## src/hw/rtl/modexp_pkg.sv

```systemverilog
`timescale 1ns / 1ps
// ----------------------------------------------------------------------------
// modexp_pkg
// Shared widths, reset constants and the sequencer program of the modular
// exponentiation block.
// ----------------------------------------------------------------------------
package modexp_pkg;

  localparam int unsigned FieldW       = 31;
  localparam int unsigned ExpBits      = 31;
  localparam int unsigned ExpCntW      = $clog2(ExpBits);
  localparam int unsigned MulCntW      = $clog2(FieldW);
  localparam int unsigned UpcW         = 4;
  localparam logic [FieldW-1:0] ModulusReset = FieldW'(998244353);

  // datapath operations, one per control word
  typedef enum logic [3:0] {
    OP_NOP      = 4'd0,
    OP_ACCEPT   = 4'd1,
    OP_LD_BASE  = 4'd2,
    OP_MUL      = 4'd3,
    OP_WB_BASE  = 4'd4,
    OP_LD_SQ    = 4'd5,
    OP_WB_ACC   = 4'd6,
    OP_LD_MB    = 4'd7,
    OP_NEXT_BIT = 4'd8,
    OP_EMIT     = 4'd9
  } op_e;

  // jump conditions: taken -> target, else fall through
  typedef enum logic [2:0] {
    CD_NEVER    = 3'd0,
    CD_ALWAYS   = 3'd1,
    CD_NO_INPUT = 3'd2,
    CD_MUL_BUSY = 3'd3,
    CD_BIT_ZERO = 3'd4,
    CD_BIT_MORE = 3'd5,
    CD_OUT_BUSY = 3'd6
  } cond_e;

  typedef struct packed {
    op_e             op;
    cond_e           cond;
    logic [UpcW-1:0] target;
  } ucode_t;

  // program addresses
  localparam logic [UpcW-1:0] StIdle    = 4'd0;
  localparam logic [UpcW-1:0] StLdBase  = 4'd1;
  localparam logic [UpcW-1:0] StMulBase = 4'd2;
  localparam logic [UpcW-1:0] StWbBase  = 4'd3;
  localparam logic [UpcW-1:0] StLdSq    = 4'd4;
  localparam logic [UpcW-1:0] StMulSq   = 4'd5;
  localparam logic [UpcW-1:0] StWbSq    = 4'd6;
  localparam logic [UpcW-1:0] StLdMb    = 4'd7;
  localparam logic [UpcW-1:0] StMulMb   = 4'd8;
  localparam logic [UpcW-1:0] StWbMb    = 4'd9;
  localparam logic [UpcW-1:0] StNextBit = 4'd10;
  localparam logic [UpcW-1:0] StOutWait = 4'd11;
  localparam logic [UpcW-1:0] StEmit    = 4'd12;

  function automatic ucode_t ucode_rom(input logic [UpcW-1:0] upc);
    ucode_t w;
    w = '{op: OP_NOP, cond: CD_ALWAYS, target: StIdle};
    unique case (upc)
      StIdle:    w = '{op: OP_ACCEPT,   cond: CD_NO_INPUT, target: StIdle};
      StLdBase:  w = '{op: OP_LD_BASE,  cond: CD_NEVER,    target: StIdle};
      StMulBase: w = '{op: OP_MUL,      cond: CD_MUL_BUSY, target: StMulBase};
      StWbBase:  w = '{op: OP_WB_BASE,  cond: CD_NEVER,    target: StIdle};
      StLdSq:    w = '{op: OP_LD_SQ,    cond: CD_NEVER,    target: StIdle};
      StMulSq:   w = '{op: OP_MUL,      cond: CD_MUL_BUSY, target: StMulSq};
      StWbSq:    w = '{op: OP_WB_ACC,   cond: CD_BIT_ZERO, target: StNextBit};
      StLdMb:    w = '{op: OP_LD_MB,    cond: CD_NEVER,    target: StIdle};
      StMulMb:   w = '{op: OP_MUL,      cond: CD_MUL_BUSY, target: StMulMb};
      StWbMb:    w = '{op: OP_WB_ACC,   cond: CD_NEVER,    target: StIdle};
      StNextBit: w = '{op: OP_NEXT_BIT, cond: CD_BIT_MORE, target: StLdSq};
      StOutWait: w = '{op: OP_NOP,      cond: CD_OUT_BUSY, target: StOutWait};
      StEmit:    w = '{op: OP_EMIT,     cond: CD_ALWAYS,   target: StIdle};
      default:   w = '{op: OP_NOP,      cond: CD_ALWAYS,   target: StIdle};
    endcase
    return w;
  endfunction

endpackage

```

## src/hw/rtl/modular_exponentiation.sv

```systemverilog
`timescale 1ns / 1ps
// ----------------------------------------------------------------------------
// modular_exponentiation
// Computes base ** exponent mod modulus by left-to-right square-and-multiply.
// ----------------------------------------------------------------------------
// The work is done by the single shared modular multiplier, which handles one
// multiplier bit per cycle: one product reduces the base, then each of the 31
// exponent bits takes a square and, for a one bit, a multiply by the base.
// A small microcode program steps the datapath. A new word is taken as soon
// as the previous result sits in the output register; a new result waits
// while the previous one has not been taken. A modulus of zero gives zero;
// the modulus resets to 998244353.
module modular_exponentiation (
  input  logic                              clk_i,
  input  logic                              rst_ni,
  input  logic                              cfg_we_i,
  input  logic [modexp_pkg::FieldW-1:0]     cfg_wdata_i,
  input  logic                              in_valid_i,
  output logic                              in_ready_o,
  input  logic [modexp_pkg::FieldW-1:0]     base_i,
  input  logic [modexp_pkg::FieldW-1:0]     exponent_i,
  output logic                              out_valid_o,
  input  logic                              out_ready_i,
  output logic [modexp_pkg::FieldW-1:0]     power_result_o
);

  localparam int unsigned W = modexp_pkg::FieldW;

  logic [modexp_pkg::UpcW-1:0]    upc_q, upc_d;
  modexp_pkg::ucode_t             uw;
  logic                           taken;

  logic [W-1:0]                   mod_q;
  logic [W-1:0]                   acc_q, acc_d;
  logic [W-1:0]                   base_q, base_d;
  logic [modexp_pkg::ExpBits-1:0] exp_q, exp_d;
  logic [modexp_pkg::ExpCntW-1:0] bit_q, bit_d;
  logic [W-1:0]                   x_q, x_d;
  logic [W-1:0]                   y_q, y_d;
  logic [W-1:0]                   r_q, r_d;
  logic [modexp_pkg::MulCntW-1:0] cnt_q, cnt_d;
  logic                           out_valid_q, out_valid_d;
  logic [W-1:0]                   out_data_q, out_data_d;

  logic [W-1:0]                   one_val;
  logic [W+1:0]                   r2, m1, m2, sub1, sub2;
  logic [W-1:0]                   r_next;

  assign uw = modexp_pkg::ucode_rom(upc_q);

  // 1 mod m
  assign one_val = {{(W-1){1'b0}}, (mod_q > W'(1))};

  // interleaved multiply step: r = 2r + bit*x, reduced by up to two moduli
  assign r2   = {1'b0, r_q, 1'b0} + (y_q[W-1] ? {2'b00, x_q} : '0);
  assign m1   = {2'b00, mod_q};
  assign m2   = {1'b0, mod_q, 1'b0};
  assign sub1 = r2 - m1;
  assign sub2 = r2 - m2;
  always_comb begin
    if (r2 >= m2) begin
      r_next = sub2[W-1:0];
    end else if (r2 >= m1) begin
      r_next = sub1[W-1:0];
    end else begin
      r_next = r2[W-1:0];
    end
  end

  // sequencer
  always_comb begin
    taken = 1'b0;
    unique case (uw.cond)
      modexp_pkg::CD_NEVER:    taken = 1'b0;
      modexp_pkg::CD_ALWAYS:   taken = 1'b1;
      modexp_pkg::CD_NO_INPUT: taken = !in_valid_i;
      modexp_pkg::CD_MUL_BUSY: taken = (cnt_q != '0);
      modexp_pkg::CD_BIT_ZERO: taken = !exp_q[modexp_pkg::ExpBits-1];
      modexp_pkg::CD_BIT_MORE: taken = (bit_q != '0);
      modexp_pkg::CD_OUT_BUSY: taken = out_valid_q && !out_ready_i;
      default:                 taken = 1'b1;
    endcase
    upc_d = taken ? uw.target : upc_q + 1'b1;
  end

  // datapath
  always_comb begin
    acc_d      = acc_q;
    base_d     = base_q;
    exp_d      = exp_q;
    bit_d      = bit_q;
    x_d        = x_q;
    y_d        = y_q;
    r_d        = r_q;
    cnt_d      = cnt_q;
    out_data_d = out_data_q;
    out_valid_d = out_valid_q && !out_ready_i;
    unique case (uw.op)
      modexp_pkg::OP_NOP: begin
      end
      modexp_pkg::OP_ACCEPT: begin
        if (in_valid_i) begin
          base_d = base_i;
          exp_d  = exponent_i[modexp_pkg::ExpBits-1:0];
          acc_d  = one_val;
        end
      end
      modexp_pkg::OP_LD_BASE: begin
        // base mod m as the product 1 * base
        x_d   = one_val;
        y_d   = base_q;
        r_d   = '0;
        cnt_d = modexp_pkg::MulCntW'(W - 1);
      end
      modexp_pkg::OP_MUL: begin
        r_d   = r_next;
        y_d   = {y_q[W-2:0], 1'b0};
        cnt_d = cnt_q - 1'b1;
      end
      modexp_pkg::OP_WB_BASE: begin
        base_d = r_q;
        bit_d  = modexp_pkg::ExpCntW'(modexp_pkg::ExpBits - 1);
      end
      modexp_pkg::OP_LD_SQ: begin
        x_d   = acc_q;
        y_d   = acc_q;
        r_d   = '0;
        cnt_d = modexp_pkg::MulCntW'(W - 1);
      end
      modexp_pkg::OP_WB_ACC: begin
        acc_d = r_q;
      end
      modexp_pkg::OP_LD_MB: begin
        x_d   = acc_q;
        y_d   = base_q;
        r_d   = '0;
        cnt_d = modexp_pkg::MulCntW'(W - 1);
      end
      modexp_pkg::OP_NEXT_BIT: begin
        exp_d = {exp_q[modexp_pkg::ExpBits-2:0], 1'b0};
        bit_d = bit_q - 1'b1;
      end
      modexp_pkg::OP_EMIT: begin
        out_data_d  = (mod_q == '0) ? '0 : acc_q;
        out_valid_d = 1'b1;
      end
      default: begin
      end
    endcase
  end

  always_ff @(posedge clk_i or negedge rst_ni) begin
    if (!rst_ni) begin
      upc_q       <= modexp_pkg::StIdle;
      mod_q       <= modexp_pkg::ModulusReset;
      out_valid_q <= 1'b0;
    end else begin
      upc_q       <= upc_d;
      out_valid_q <= out_valid_d;
      if (cfg_we_i) begin
        mod_q <= cfg_wdata_i;
      end
    end
  end

  always_ff @(posedge clk_i) begin
    acc_q      <= acc_d;
    base_q     <= base_d;
    exp_q      <= exp_d;
    bit_q      <= bit_d;
    x_q        <= x_d;
    y_q        <= y_d;
    r_q        <= r_d;
    cnt_q      <= cnt_d;
    out_data_q <= out_data_d;
  end

  assign in_ready_o     = (upc_q == modexp_pkg::StIdle);
  assign out_valid_o    = out_valid_q;
  assign power_result_o = out_data_q;

endmodule

```

## config.mk

```make
export PLATFORM = sky130hd
export DESIGN_NAME = modular_exponentiation
export DESIGN_NICKNAME = d
export VERILOG_FILES = /design/src/hw/rtl/modexp_pkg.sv /design/src/hw/rtl/modular_exponentiation.sv
export SDC_FILE = /design/constraint.sdc
export NUM_CORES = 1
export LEC_CHECK = 0
export ABC_AREA = 1
export CAP_MARGIN = 10
export CORE_UTILIZATION = 35
export DETAILED_ROUTE_END_ITERATION = 10
export DONT_BUFFER_PORTS = 1
export SYNTH_ARGS = -nofsm -noshare
export SYNTH_HDL_FRONTEND = slang
export SYNTH_SLANG_ARGS = --single-unit
export TNS_END_PERCENT = 100
```

## constraint.sdc

```tcl
create_clock -name clk_i -period 7.65 [get_ports clk_i]
set_input_delay 1.1475 -clock clk_i [delete_from_list [all_inputs] [get_ports clk_i]]
set_output_delay 1.1475 -clock clk_i [all_outputs]
set_load 0.05 [all_outputs]
```

==> metrics.txt, run 1 <==
nets@finish=between 2000 and 2500; FF-to-FF path depth=22; Ports=131; # diodes=0; post-synthesis sequential area ratio=44.38%; synth top area cells=edfxtp_1, nand2_1, ha_1, inv_1, nor2_1; max_cap viols=0; vias in the first global route=between 10000 and 15000; outcome=finished clean; Hold Violations, Final=0; Num CTS Buffers=30; Final Max Tran Viols=0; post-CTS setup buffers=0; Syn-to-layout area delta=9.444%; global-route usage over all layers=20.56%; global-route wire length before repair=81.14 mm; Final ANT Viol Nets=0; pin count of the biggest net entering global routing=between 60 and 70; CTS tree=yes; synthesized area=17410 um2; layout cells sized above 1=4.352%; synthesized flop and latch total=263; Clock Sinks=~260; number of synthesized flops with an enable pin=approximately 230; grt total ovfl=0; DR vias=14620; Initial Util=35.49%; Critical Path Fanout Max=32; maximum operating frequency=0.1567 GHz; # resized after CTS=0; element type at the critical path end=flip-flop; Final HPWL DP=between 40 and 50 mm; initial antenna violation count=0; Async SR Flop Fraction=between 10 and 15%; clk_lat worst skew=0.61 ns; Routed WL=around 52 mm; clock buffer depth=3; RSZ-0062 raised after global routing=no; Root Driver=clkbuf_16; total core area=49050 um2; most common flop cell mapped by yosys=edfxtp_1; Final Cycle Share=a little over four fifths; WS Path Type=reg -> reg; Setup TNS=0 ns; Distinct cells, synth=51; Mapped Cells=between 2000 and 2500; area share of the largest cell type after synthesis=39.15%; number of cell rows=81; Max Clock Skew=approximately 0.033 ns; most frequent cells after synthesis=nand2_1, inv_1, nor2_1, edfxtp_1, nand3_1; leading area contributor after synthesis=edfxtp_1; DRT iter0 DRCs=1203; Die H=225.0 um; Critical Path AT=6.81 ns; clk slew on worst S/H paths=around 0.06 ns; Final setup violation count=0; drt drc=0; synth warn=0; min Tclk post-route=6.382 ns; H-tree depth=1; Post-Synthesis Net Count=between 2000 and 2500; most common cell in the netlist=nand2_1; DR WL/cell=18.05 um; Data required, critical path=8.07 ns; # port buffers=0; r2r setup slk=1.27 ns; GPL Wtd Cong=around 0.96; syn_area_per_cell=a little under 8 um2; die width=about 230 um; first drt pass iteration count=6; worst r2r dst=r_q[22]; crit path launch type=flip-flop; Via density=roughly 5.1; die area=50640 um2; reg2reg start=y_q[30]; actual slew at the worst max-slew pin=1.150 ns; Worst slew margin=23.24%; hold buffer count at CTS=0; HP Class=in -> async
[area by class of cell]
cell class | instances | area, um2
clock inverters | 16 | 167.7
flip-flops and latches | 263 | 7726
well taps | 664 | 830.8
clock buffers | 39 | 794.5
repair buffers | 12 | 90.09
fillers | 5068 | 30000
inverters | 314 | 1179
multi-input cells | 1585 | 8265
[worst max-delay path, cell delays in order, from the launching register on]
cell      delay (ns)
edfxtp_1        1.06
nand2_1         0.10
inv_1           0.09
ha_1            0.27
a21oi_1         0.32
nor2_1          0.07
nor2_1          0.13
nand2_1         0.12
nor2_1          0.17
o21ai_0         0.12
xor2_1          0.44
ha_1            0.41
a21oi_1         0.22
o21ai_0         0.13
a21oi_1         0.15
nand3_1         0.16
nand2_1         0.14
nand2_1         0.08
nand2_1         0.75
nand3_2         0.67
nand2_1         0.25
nand3_1         0.09
a21oi_1         0.22
[cells in the final DEF (no fill, tap or decap), drive strengths merged, types with 6 or more instances in the layout]
master	netlist	layout
nor4	7	7
dfstp	7	7
nand2	651	651
clkinv	0	12
inv	314	315
buf	30	12
nor3	21	21
nand3	136	136
a21o	7	7
edfxtp	227	227
nor2	232	232
o21bai	17	17
ha	99	99
a31oi	6	6
a21oi	134	134
xnor2	29	29
nand3b	6	6
o21ai	117	117
xor2	45	45
clkbuf	29	39
a22oi	30	30
nand4	18	18
dfrtp	29	29
[per-stage QoR]
stage | utilization (%) | worst slack (ns) | instance area (um2) | hold WS [ns] | std cells
detailed placement | 36.88 | 1.399 | 18090 | 0.4956 | 2838
global route | 38.84 | 0.5509 | 19050 | 0.2237 | 2893
finish | 38.84 | 1.268 | 19050 | 0.2540 | 2893
global placement | 36.88 | 1.538 | 18090 | 0.4924 | 2838
CTS | 38.84 | 1.377 | 19050 | 0.2191 | 2893
floorplan | - | 1.085 | 17410 | 0.4874 | 2221
[logic make-up (layout without fill, tap and decap cells)]
group | Yosys count | count (layout) | share of synthesized area (%)
buffers and inverters | 373 | 381 | 8.344
AOI/OAI and AO/OA | 328 | 328 | 10.72
DFF | 263 | 263 | 44.38
adders and majority gates | 102 | 102 | 7.460
and+or+nand+nor | 1081 | 1081 | 25.37
xor gates and xnor gates | 74 | 74 | 3.723
[metal layers]
layer | wire length (um) | up-vias | global-route usage [%]
li1 | - | 7261 | -
met3 | 2521 | 70 | 1.982
met2 | 23410 | 412 | 32.72
met4 | 1401 | 0 | 5.859
met5 | 0 | - | 0
met1 | 24900 | 6872 | 29.54
[worst max-delay path by stage]
stage / start / to / depth (start not counted)
global placement: y_q[30] / r_q[20] / 23
detailed placement: y_q[30] / r_q[25] / 22
CTS: y_q[30] / r_q[25] / 22
finish: y_q[30] / r_q[22] / 22
global route: y_q[30] / r_q[21] / 23
floorplan: upc_q[0] / cnt_q[0] / 7
[flip-flops by register name, summed over array words and instances (netlist names), 31 cells and up]
name / cells
acc_q: 31
base_q: 31
exp_q: 31
mod_q: 31
power_result_o: 31
r_q: 31
x_q: 31
y_q: 31
Power of run 1 is not shown: default switching activity piles up to over one toggle a cycle in this logic, so the estimate is an artifact.
==> run 2, diff against run 1 <==
==> constraint.sdc (replaced) <==
create_clock -name clk_i -period 5.3 [get_ports clk_i]
set_input_delay 0.795 -clock clk_i [delete_from_list [all_inputs] [get_ports clk_i]]
set_output_delay 0.795 -clock clk_i [all_outputs]
set_load 0.05 [all_outputs]
==> run 2 against run 1 <==
  * Sequential share of layout area decreased by 0.71 points
  * Critical path type unchanged
  * Setup slack lost 0.79 ns
  * Maximum frequency up 32%
  * Critical path depth up 5
  * First-iteration DRC count is 6.3% higher
  * Largest cell class unchanged
  * Routed wire length down 0.44%
  * Die area is the same
  * Core utilization up 0.70 points
  * Highest routed layer unchanged
==> metrics.txt, run 2 (synthesized netlist as in run 1, its figures left out) <==
Die H=225.0 um (unchanged); crit path launch type=flip-flop; initial antenna violation count=0 (unchanged); DR WL/cell=17.80 um (-1.4%); most frequent cells in the layout=nand2_1, inv_1, nor2_1; Setup TNS=0 ns (unchanged); clock buffer depth=3 (unchanged); delay-heaviest family, CP=simple AND/OR/NAND/NOR gates; actual slew at the worst max-slew pin=1.100 ns (-0.05008 ns); Worst setup startpoint=y_q[30]; vias in the first global route=14040 (-3.2%); most common cell after layout, fill and taps aside=nand2_1; Final HPWL DP=41.03 mm (+1.5%); global-route wire length before repair=79.75 mm (-1.7%); multi-input logic area=8273 um2 (about the same); reg2reg start=y_q[30]; clk_lat worst skew=0.59 ns (-0.02 ns); Critical Path Fanout Max=30 (-6.3%); Final ANT Viol Nets=0 (unchanged); element type at the critical path end=flip-flop; Clock Sinks=263 (unchanged); clk slew on worst S/H paths=0.06 ns (about the same); Root Driver=clkbuf_16; CP most frequent cell=nand2_1; Worst slew margin=26.58% (+3.3 points); H-tree depth=1 (unchanged); register area=7726 um2 (unchanged); die width=225.0 um (unchanged); layout cells sized above 1=5.804% (+1.5 points); Routed WL=52.01 mm (-0.44%); Data required, critical path=5.60 ns (-2.47 ns); max_cap viols=0 (unchanged); # port buffers=0 (unchanged); Critical Path AT=5.12 ns (-1.69 ns); GPL Wtd Cong=0.9545 (-0.41%); Hold Violations, Final=0 (unchanged); # diodes=0 (unchanged); Num CTS Buffers=29 (-3.3%); Hold Slack=0.02766 ns (-0.2263 ns); outcome=finished clean; CTS tree=yes; Final setup violation count=0 (unchanged); Initial Util=35.49% (unchanged); number of cell rows=81 (unchanged); Max Clock Skew=0.01899 ns (-0.01355 ns); total core area=49050 um2 (unchanged); RSZ-0062 raised after global routing=no; HP Class=in -> async; grt total ovfl=0 (unchanged); nets@finish=2434 (+1.2%); maximum operating frequency=0.2075 GHz (+32%); Final Max Tran Viols=0 (unchanged); DR vias=14610 (-0.014%); FILL cells=5139 (+1.4%); largest stage delay on the critical path=0.44 ns (-0.62 ns); Ports=131 (unchanged); DRT iter0 DRCs=1279 (+6.3%); WS Path Type=reg -> reg; drt drc=0 (unchanged); die area=50640 um2 (unchanged); WP buf/inv=4 (+3); first drt pass iteration count=6 (unchanged); global-route usage over all layers=20.44% (-0.11 points); Final Cycle Share=90.95% (+7.5 points); Via density=5.003 (-0.97%); Slowest cell on crit path=fa_1; min Tclk post-route=4.820 ns (-1.562 ns); pin count of the biggest net entering global routing=68 (unchanged); Syn-to-layout area delta=11.41%
## run 2: changes by cell type in the layout (fill, tap and decap cells not counted), sizes merged
cell,change
buf,+29
bufinv,+4
clkbuf,-3
clkinv,-6
clkinvlp,+2
inv,+2
## run 2: path summary, 6_finish.rpt
check | end | depth (start not counted) | slack [ns]
max | r_q[23] | 27 | 0.48
min | mod_q[26] | 1 | 0.03
max reg2reg | r_q[23] | 27 | 0.48
min reg2reg | y_q[28] | 2 | 0.51
max in group asynchronous | upc_q[0] | 1 | 5.06
min in group clk_i | mod_q[0] | 1 | 0.29
## run 2: cell type report
class | instances | area share, %
multi-input combinational | 1585 | 42.66
sequential | 263 | 39.84
inverter | 314 | 6.077
tap | 664 | 4.284
clock buffer | 36 | 3.980
timing repair buffer | 41 | 1.781
clock inverter | 18 | 1.387
## run 2: per-stage QoR
stage          area [um2]  worst slack, ns  instances  util [%]
2_1_floorplan       17410           0.5451       2221         -
3_3_place_gp        18270           0.2785       2860     37.24
3_5_place_dp        18270           0.1898       2860     37.24
4_1_cts             19330           0.1897       2915     39.41
5_1_grt             19390          0.03920       2921     39.54
6_report            19390           0.4796       2921     39.54
## run 2: metal layers
layer  track usage [%]  vias to the layer above  routed length, um
met1             29.47                     6790              24670
met2             32.33                      444              23070
met4             4.828                        0               1109
met5                 0                        -                  0
met3             2.699                       53               3158
li1                  -                     7326                  -
## run 2: timing repair
action	4_1_cts	5_1_grt
hold endpoints to repair	29	0
hold buffers	1	0
buffers inserted	0	6
endpoints found under the setup margin	0	31
gates resized for setup	0	1
Power of run 2 is left out for the same reason.
==> run 3, diff against run 2 <==
--- a/config.mk
+++ b/config.mk
@@ -10,6 +10,7 @@
 export CORE_UTILIZATION = 35
 export DETAILED_ROUTE_END_ITERATION = 10
 export DONT_BUFFER_PORTS = 1
+export PLACE_DENSITY = 0.52
 export SYNTH_ARGS = -nofsm -noshare
 export SYNTH_HDL_FRONTEND = slang
 export SYNTH_SLANG_ARGS = --single-unit
==> run 3 against run 2 <==
  * Routed wire length rose by 2.9%
  * Worst hold slack improved by 0.022 ns
  * Global-route usage increased by 0.87 points
  * Critical endpoint is now r_q[1]
  * Largest cell class unchanged
  * Highest routed layer unchanged
==> metrics.txt, run 3 (synthesized netlist as in run 1, its figures left out) <==
outcome=finished clean; Worst slew margin=27.21% (+0.63 points); Final Cycle Share=92.22% (+1.3 points); grt total ovfl=0 (unchanged); # port buffers=0 (unchanged); drt drc=0 (unchanged); first drt pass iteration count=6 (unchanged); H-tree depth=1 (unchanged); nets@finish=2424 (-0.41%); number of cell rows=81 (unchanged); Final ANT Viol Nets=0 (unchanged); clock buffer depth=3 (unchanged); # diodes=0 (unchanged); pin count of the biggest net entering global routing=63 (-7.4%); Data required, critical path=5.64 ns (+0.04 ns); min Tclk post-route=4.888 ns (+0.06733 ns); Initial Util=35.49% (unchanged); Final Max Tran Viols=0 (unchanged); RSZ-0062 raised after global routing=no; clk_lat worst skew=0.60 ns (about the same); Critical Path Fanout Max=16 (-47%); Critical Path AT=5.23 ns (+0.11 ns); Num CTS Buffers=30 (+3.4%); global-route wire length before repair=83.59 mm (+4.8%); maximum operating frequency=0.2046 GHz (-1.4%); GPL Wtd Cong=0.9436 (-1.1%); FILL cells=5203 (+1.2%); Setup TNS=0 ns (unchanged); Die H=225.0 um (unchanged); Hold Violations, Final=0 (unchanged); crit path launch type=flip-flop; total core area=49050 um2 (unchanged); DR WL/cell=18.39 um (+3.3%); max_cap viols=0 (unchanged); most frequent cells in the layout=nand2_1, inv_1, nor2_1; DR vias=14600 (-0.11%); Syn-to-layout area delta=10.49%; clk slew on worst S/H paths=0.06 ns (about the same); die width=225.0 um (unchanged); Clock Sinks=263 (unchanged); WS Path Type=reg -> reg; initial antenna violation count=0 (unchanged); DRT iter0 DRCs=1189 (-7.0%); element type at the critical path end=flip-flop; Final HPWL DP=42.17 mm (+2.8%); actual slew at the worst max-slew pin=1.082 ns (-0.01828 ns); CTS tree=yes; Via density=5.013 (+0.20%); Ports=131 (unchanged); Final setup violation count=0 (unchanged); die area=50640 um2 (unchanged); Routed WL=53.54 mm (+2.9%); most common cell after layout, fill and taps aside=nand2_1; HP Class=in -> async; Max Clock Skew=0.02995 ns (+0.01096 ns); vias in the first global route=14490 (+3.2%); global-route usage over all layers=21.32% (+0.87 points); Root Driver=clkbuf_16; layout cells sized above 1=5.249% (-0.56 points)
## run 3: path summary, 6_finish.rpt
path | from | slack [ns] | cells past startpoint | end
max | y_q[30] | 0.41 | 26 | r_q[1]
min | rst_ni | 0.05 | 1 | upc_q[2]
max reg2reg | y_q[30] | 0.41 | 26 | r_q[1]
min reg2reg | y_q[0] | 0.51 | 2 | y_q[1]
max in group asynchronous | rst_ni | 5.03 | 1 | mod_q[8]
min in group clk_i | cfg_we_i | 0.30 | 1 | mod_q[0]
## run 3: through the flow
step	area (um2)	hold WS [ns]	setup slack, ns	utilization [%]	instances
6_report	19240	0.04916	0.4122	39.22	2912
5_1_grt	19240	0.01449	0.01341	39.22	2912
4_1_cts	19220	0.01893	0.1349	39.18	2911
3_5_place_dp	18220	0.4978	0.1422	37.15	2854
3_3_place_gp	18220	0.4988	0.02925	37.15	2854
2_1_floorplan	17410	0.4874	0.5451	-	2221
## run 3: worst max-delay path: stages (launching register included)
cell and delay (ns):
edfxtp_1 0.41, buf_4 0.20, nand2_1 0.06, inv_1 0.04, ha_1 0.35, nand3_1 0.10, nand2_1 0.15, nand3_1 0.09
nand2_1 0.13, nand2_1 0.07, nand2_1 0.13, nand2_1 0.07, nand2_1 0.11, xor2_1 0.39, ha_1 0.38, a21oi_1 0.31
a21boi_2 0.29, a21oi_1 0.10, nor2_1 0.09, nand2_1 0.09, nand2_1 0.08, nand2_2 0.08, a21oi_4 0.45, buf_4 0.26
nand3_1 0.08, nand2_1 0.09, inv_1 0.04
## run 3: cell type report
type,instances,area (um2),area share [%]
clock buffers,34,775.7,4.033
clock inverters,22,201.4,1.047
inverters,314,1179,6.127
multi-input cells,1585,8273,43.01
flip-flops and latches,263,7726,40.17
well taps,664,830.8,4.319
repair buffers,30,250.2,1.301
## run 3: per-layer routing
metal	share of wire [%]	GRT usage (%)	vias up
met5	0	0	-
met4	2.7	5.815	0
met3	4.7	2.216	70
met2	45	33.94	374
met1	48	30.63	6848
li1	-	-	7305
## run 3: timing repair
| action | 4_1_cts | 5_1_grt |
|---|---|---|
| endpoints found under the setup margin | 0 | 31 |
| hold endpoints to repair | 29 | 0 |
| setup buffers | 0 | 1 |
| gates resized for setup | 0 | 1 |
| hold buffers | 1 | 0 |
Power of run 3 is left out for the same reason.
